--- src/sv/gda_pkg.sv ---
// shared constants and helpers for the gregorian date arithmetic block
`default_nettype none
package gda_pkg;
  localparam int MAX_YEAR = 9999;
  localparam int CYCLE400 = 146097;
  localparam int CYCLE100 = 36524;
  localparam int CYCLE4   = 1461;
  // day numbers here stay below 2^25 for any 14-bit year
  localparam int SW = 26;

  // floor(v / 100): drop two bits, then multiply by the reciprocal of 25
  function automatic logic [16:0] div100(input logic [16:0] v);
    logic [29:0] prod;
    begin
      prod = 30'(v[16:2]) * 30'd5243;
      div100 = 17'(prod[29:17]);
    end
  endfunction

  function automatic logic [SW-1:0] days_before_year(input logic [16:0] y);
    logic [16:0] p;
    logic [16:0] c;
    begin
      p = y - 17'd1;
      c = div100(p);
      days_before_year = SW'(p * 365) + SW'(p / 4) - SW'(c) + SW'(c >> 2);
    end
  endfunction

  localparam logic [SW-1:0] TOP = days_before_year(17'(MAX_YEAR + 1));

  // divisible by 400 is divisible by 100 and by 16
  function automatic logic is_leap(input logic [16:0] y);
    logic cent;
    begin
      cent = (div100(y) * 17'd100) == y;
      is_leap = (y[1:0] == 2'd0) && (!cent || (y[3:0] == 4'd0));
    end
  endfunction

  function automatic logic [4:0] month_len(input logic [3:0] m, input logic leap);
    case (m)
      4'd2: month_len = leap ? 5'd29 : 5'd28;
      4'd4, 4'd6, 4'd9, 4'd11: month_len = 5'd30;
      default: month_len = 5'd31;
    endcase
  endfunction

  // days before month m within a year
  function automatic logic [8:0] days_before_month(input logic [3:0] m, input logic leap);
    logic [8:0] t;
    begin
      case (m)
        4'd1: t = 9'd0;    4'd2: t = 9'd31;   4'd3: t = 9'd59;   4'd4: t = 9'd90;
        4'd5: t = 9'd120;  4'd6: t = 9'd151;  4'd7: t = 9'd181;  4'd8: t = 9'd212;
        4'd9: t = 9'd243;  4'd10: t = 9'd273; 4'd11: t = 9'd304; default: t = 9'd334;
      endcase
      days_before_month = t + ((leap && m > 4'd2) ? 9'd1 : 9'd0);
    end
  endfunction
endpackage
`default_nettype wire

--- src/sv/gregorian_date_arithmetic.sv ---
// top level: date shift, day number, distance and compare
//  channel   signals                              transfer
//  command   start, busy, base_*, day_offset,     start && !busy
//            other_*
//  result    done, shifted_*, day_number, ...     done high for one cycle
// an item holds busy through SER, PREP and the subtractions of the shared unit:
// up to 24 of 400 years, 3 of 100, 24 of 4, 3 of 1 and 11 months
// SER and PREP convert both dates to day numbers and clamp the shift
// done pulses in the first cycle with busy low, when the next start can be taken
// synchronous reset returns to idle; the result cannot be stalled
`default_nettype none
module gregorian_date_arithmetic (
  input  wire logic clk,
  input  wire logic rst,
  input  wire logic start,
  output logic busy,
  input  wire logic [13:0] base_year,
  input  wire logic [3:0]  base_month,
  input  wire logic [4:0]  base_day,
  input  wire logic signed [22:0] day_offset,
  input  wire logic [13:0] other_year,
  input  wire logic [3:0]  other_month,
  input  wire logic [4:0]  other_day,
  output logic done,
  output logic [13:0] shifted_year,
  output logic [3:0]  shifted_month,
  output logic [4:0]  shifted_day,
  output logic [21:0] day_number,
  output logic [21:0] day_distance,
  output logic is_before,
  output logic is_same,
  output logic range_error
);
  localparam int SW = gda_pkg::SW;
  typedef enum logic [2:0] {IDLE, SER, PREP, C400, C100, C4, C1, MON} state_t;
  state_t state;
  logic [13:0] a_year, b_year;
  logic [3:0]  a_month, b_month;
  logic [4:0]  a_day, b_day;
  logic signed [22:0] offset;
  logic [SW-1:0] sa, sb, na, nb, n;
  logic [16:0] yr;
  logic [3:0] mo;
  logic [2:0] cnt;
  logic [SW-1:0] sub_b, diff;
  logic ge, leap;
  logic signed [SW:0] t;

  gda_serial u_a (.year(a_year), .month(a_month), .day(a_day), .serial(sa));
  gda_serial u_b (.year(b_year), .month(b_month), .day(b_day), .serial(sb));

  function automatic logic [21:0] sat22(input logic [SW-1:0] v);
    sat22 = (v > SW'(22'h3FFFFF)) ? 22'h3FFFFF : v[21:0];
  endfunction

  assign leap = gda_pkg::is_leap(yr);
  // the shared subtract and compare unit
  always_comb begin
    case (state)
      C400: sub_b = SW'(gda_pkg::CYCLE400);
      C100: sub_b = SW'(gda_pkg::CYCLE100);
      C4:   sub_b = SW'(gda_pkg::CYCLE4);
      C1:   sub_b = SW'(365);
      MON:  sub_b = SW'(gda_pkg::month_len(mo, leap));
      default: sub_b = '0;
    endcase
    diff = n - sub_b;
    ge = n >= sub_b;
    t = $signed({1'b0, na}) + (SW+1)'(offset);
  end

  assign busy = (state != IDLE);

  always_ff @(posedge clk) begin
    if (rst) begin
      state <= IDLE;
      done <= 1'b0;
    end else begin
      done <= (state == MON) && !(ge && mo < 4'd12);
      case (state)
        IDLE: if (start) begin
          a_year <= base_year;
          a_month <= base_month;
          a_day <= base_day;
          offset <= day_offset;
          b_year <= other_year;
          b_month <= other_month;
          b_day <= other_day;
          state <= SER;
        end
        SER: begin
          na <= sa;
          nb <= sb;
          state <= PREP;
        end
        PREP: begin
          day_number <= sat22(na);
          day_distance <= sat22((na >= nb) ? na - nb : nb - na);
          is_before <= na < nb;
          is_same <= na == nb;
          yr <= 17'd1;
          mo <= 4'd1;
          cnt <= '0;
          if (t < 1) begin
            n <= '0; range_error <= 1'b1;
          end else if (t > $signed({1'b0, gda_pkg::TOP})) begin
            n <= gda_pkg::TOP - 1'b1; range_error <= 1'b1;
          end else begin
            n <= SW'(t - 1); range_error <= 1'b0;
          end
          state <= C400;
        end
        C400: if (ge) begin
          n <= diff; yr <= yr + 17'd400;
        end else begin
          state <= C100; cnt <= '0;
        end
        C100: if (ge && cnt < 3'd3) begin
          n <= diff; yr <= yr + 17'd100; cnt <= cnt + 3'd1;
        end else begin
          state <= C4; cnt <= '0;
        end
        C4: if (ge) begin
          n <= diff; yr <= yr + 17'd4;
        end else begin
          state <= C1;
        end
        C1: if (ge && cnt < 3'd3) begin
          n <= diff; yr <= yr + 17'd1; cnt <= cnt + 3'd1;
        end else begin
          state <= MON;
        end
        MON: if (ge && mo < 4'd12) begin
          n <= diff; mo <= mo + 4'd1;
        end else begin
          shifted_year <= yr[13:0];
          shifted_month <= mo;
          shifted_day <= n[4:0] + 5'd1;
          state <= IDLE;
        end
        default: state <= IDLE;
      endcase
    end
  end

  a_done_ends: assert property (@(posedge clk) disable iff (rst)
    done |-> state == IDLE) else $error("result outside idle");
  a_start_busy: assert property (@(posedge clk) disable iff (rst)
    (start && !busy) |=> busy) else $error("accepted item not worked");
  a_flags: assert property (@(posedge clk) disable iff (rst)
    done |-> !(is_before && is_same)) else $error("before and same together");
endmodule
`default_nettype wire

--- src/sv/gda_serial.sv ---
// date to day number conversion, one date at a time
`default_nettype none
module gda_serial (
  input  wire logic [13:0] year,
  input  wire logic [3:0]  month,
  input  wire logic [4:0]  day,
  output logic [gda_pkg::SW-1:0] serial
);
  logic [16:0] y;
  logic [3:0]  m;
  always_comb begin
    y = (year == 14'd0) ? 17'd1 : 17'(year);
    m = (month == 4'd0) ? 4'd1 : ((month > 4'd12) ? 4'd12 : month);
    serial = gda_pkg::days_before_year(y)
           + gda_pkg::SW'(gda_pkg::days_before_month(m, gda_pkg::is_leap(y)))
           + gda_pkg::SW'(day);
  end
endmodule
`default_nettype wire

--- config.mk ---
export PLATFORM = sky130hd
export DESIGN_NAME = gregorian_date_arithmetic
export DESIGN_NICKNAME = d
export VERILOG_FILES = /design/src/sv/gda_pkg.sv /design/src/sv/gregorian_date_arithmetic.sv /design/src/sv/gda_serial.sv
export SDC_FILE = /design/constraint.sdc
export NUM_CORES = 2
export LEC_CHECK = 0
export ABC_AREA = 0
export BUFFER_PORTS_ARGS = -buffer_cell sky130_fd_sc_hd__buf_2
export CAP_MARGIN = 20
export CELL_PAD_IN_SITES_DETAIL_PLACEMENT = 2
export CELL_PAD_IN_SITES_GLOBAL_PLACEMENT = 2
export CORE_MARGIN = 2
export CORE_UTILIZATION = 45
export CTS_BUF_LIST = sky130_fd_sc_hd__clkbuf_4
export DETAILED_ROUTE_END_ITERATION = 12
export GPL_TIMING_DRIVEN = 0
export PLACE_DENSITY_LB_ADDON = 0.08
export SLEW_MARGIN = 20
export SYNTH_ARGS = -nofsm -noshare
export SYNTH_HDL_FRONTEND = slang
export SYNTH_SLANG_ARGS = --single-unit
--- constraint.sdc ---
create_clock -name clk -period 25.9 [get_ports clk]
set_input_delay 5.18 -clock clk [delete_from_list [all_inputs] [get_ports clk]]
set_output_delay 5.18 -clock clk [all_outputs]
set_load 0.01 [all_outputs]
==> impl_metrics.tcl <==
set metrics [dict create \
    io_buffers 143 \
    clock_latency_ps 950 \
    vias_per_cell 5.47 \
    route.detailed.drc 0 \
    worstPathMaxFanout 10 \
    max_cap_violations 0 \
    routedWlPerCell_um 23.5 \
    fin_crit_sh_pct 68.5 \
    cts.path.max_buffers 3 \
    dieArea_mm2 0.104 \
    arrival_ps 18320 \
    status "finished clean" \
    pre_cts_ws_ps 8280 \
    cp-end-kind "flop" \
    yosysTopAreaCell "ha_1" \
    grt_pass1_wl_um 232000 \
    ys_types 104 \
    period_needed_ps 17740 \
    ctsHoldBuffers 0 \
    cts_setup_buffers 0 \
    synthXorXnorAreaFrac_pct 5.47 \
    slew_headroom_pct 30.0 \
    cts_resized 0 \
    htree_levels 3 \
    tns_ps 0 \
    ys_dominant_reg_cell "edfxtp_1" \
    grt_pass1_vias 40800 \
    io_pins 144 \
    root_buffer "clkbuf_4" \
    antenna_found_initial 6 \
    criticalPathCategory "flop to flop" \
    multi_input_area_mm2 0.0338 \
    grt_usage_pct 29.0 \
    rows 116 \
    dr.pass1.iters 5 \
    hold_viol_final 0 \
    min_path_cells 0 \
    globalRouteOverflowTotal 0 \
    area_growth_pct 8.55 \
    syn_nets 6175 \
    drt_iter0_drc 1354 \
    cts_tree "built" \
    tightestPinTransition_ps 1040 \
    synth_area_leaders "ha_1 26%, fa_1 24%, edfxtp_1 16%" \
    setup_viol_count_final 0 \
    synth-adder-area-share_pct 49.3 \
    hold_class "flop to flop" \
    synth_warnings 0 \
    fmax_ghz 0.0564 \
    async_flop_share_pct 0 \
    ant_nets 0 \
    synth_area_mm2 0.0454 \
    fill_cells 10700 \
    seqCellArea_mm2 0.00732 \
    synth_top_family_by_area "adder cells" \
    syn-instance-count 4633 \
    synth_edf_count 241 \
    path_common_cell "fa_1" \
    die_w_um 322 \
    layout-drive-gt1-share_pct 8.26 \
    final_nets 6430 \
    critPathLaunchType "flop" \
    layout_commonest_cell "inv_1" \
    routabilityCongestion 0.878 \
    cp_slowest_stage_delay_ps 830 \
    synthMuxAreaShare_pct 0.721 \
    hold_slack_ps 479 \
    synth_compound_area_share_pct 10.2 \
    synth_top_cell_area_share_pct 25.7 \
    synth_seq_cells 245 \
    via_count 34200 \
    fp.dieH_um 322 \
    worstPathRequired_ps 26480 \
    routed_wl_um 147000 \
    numCtsBuffers 81 \
    finClkSkew_ps 117 \
    clock_sinks 245 \
    synth-simple-area-share_pct 8.30 \
    most-common-layout-cells "1,092 x inv_1, 933 x ha_1, 537 x fa_1, 241 x edfxtp_1, 190 x nand2_1" \
    coreArea_mm2 0.100 \
    clk_pin_slew_worst_paths_ps 70 \
    yosysSeqAreaShare_pct 16.1 \
    initial_core_util_pct 45.4 \
    slew_viol_final 0 \
    rsz0062_at_grt "false" \
    worst_path_max_delay_cell "a311oi_1" \
    reg2reg_depth 63 \
    worst_slack_ps 8160 \
    hpwlAfterDp_um 127000 \
    grt_max_degree 19 \
    synth_area_per_cell_um2 9.81 \
]
worst max-delay path, delay by kind of cell (launching register included):
family / cells / cell delay, ps
fa+ha+maj: 17 / 7260
compound gates: 20 / 5180
simple gates: 13 / 2790
buf+inv: 10 / 1020
xor+xnor: 3 / 590
flops: 1 / 540
state kept, by name (all words and copies together) (netlist names), 14 cells and up:
register	count
a_year	14
b_year	14
day_distance	22
day_number	22
n	26
na	26
nb	26
offset	23
shifted_year	14
yr	17
synthesized netlist by cell type (all sizes together), types with 10 or more instances:
cell type / number
and2: 21
nand3: 99
o21bai: 31
xor2: 93
nand2: 191
nor3: 67
or3: 15
edfxtp: 241
a21boi: 11
o21a: 29
nor4: 23
mux2i: 26
fa: 537
clkbuf: 51
o31ai: 12
or2: 16
a21oi: 191
a31oi: 24
o22ai: 20
nand4: 30
o21ai: 104
o32ai: 10
ha: 933
o211ai: 16
nor2: 155
buf: 31
a221oi: 10
inv: 1092
a21o: 84
and3: 32
nand2b: 27
a2111oi: 14
nor2b: 35
xnor2: 191
a211oi: 27
routing by layer:
layer  share of wire (%)  up-vias  track usage [%]  wire length [um]
met5               0.018        -                0                27
met4                 3.4        4             9.69              5030
met3                 2.7      258             2.98              3940
met2                  53      554             54.7             78100
met1                  41    17500             33.9             59800
li1                    -    15900                -                 -
cells by family after synthesis:
family	after synthesis
mux	32
flops	245
buf+inv	1175
compound gates	677
xor+xnor	284
fa+ha+maj	1470
simple gates	750
through the flow:
stage          utilization [%]  instances  area (um2)
2_1_floorplan                -       4633       45400
4_1_cts                   49.2       6248       49300
5_1_grt                   49.3       6252       49300
3_3_place_gp              47.7       6074       47800
6_report                  49.3       6253       49300
3_5_place_dp              48.1       6103       48200
layout make-up:
class / instances / share of cell area [%]
antenna: 5 / 0.0254
buffer: 82 / 0.758
clock buffer: 103 / 1.57
clock inverter: 42 / 0.644
inverter: 1093 / 8.32
multi-input combinational: 3213 / 68.5
sequential: 245 / 14.8
tap: 1298 / 3.29
timing repair buffer: 172 / 2.04
final timing paths:
kind,from,end,slack [ps]
worst max-delay path,a_year[11],na[24],8160
worst min-delay path,mo[2],shifted_month[2],480
worst max register to register,a_year[11],na[24],8160
worst min register to register,mo[2],shifted_month[2],480
Power is left out: the tool's default activity adds up to more than one toggle a clock period on the data nets, which glitch-free logic cannot reach.
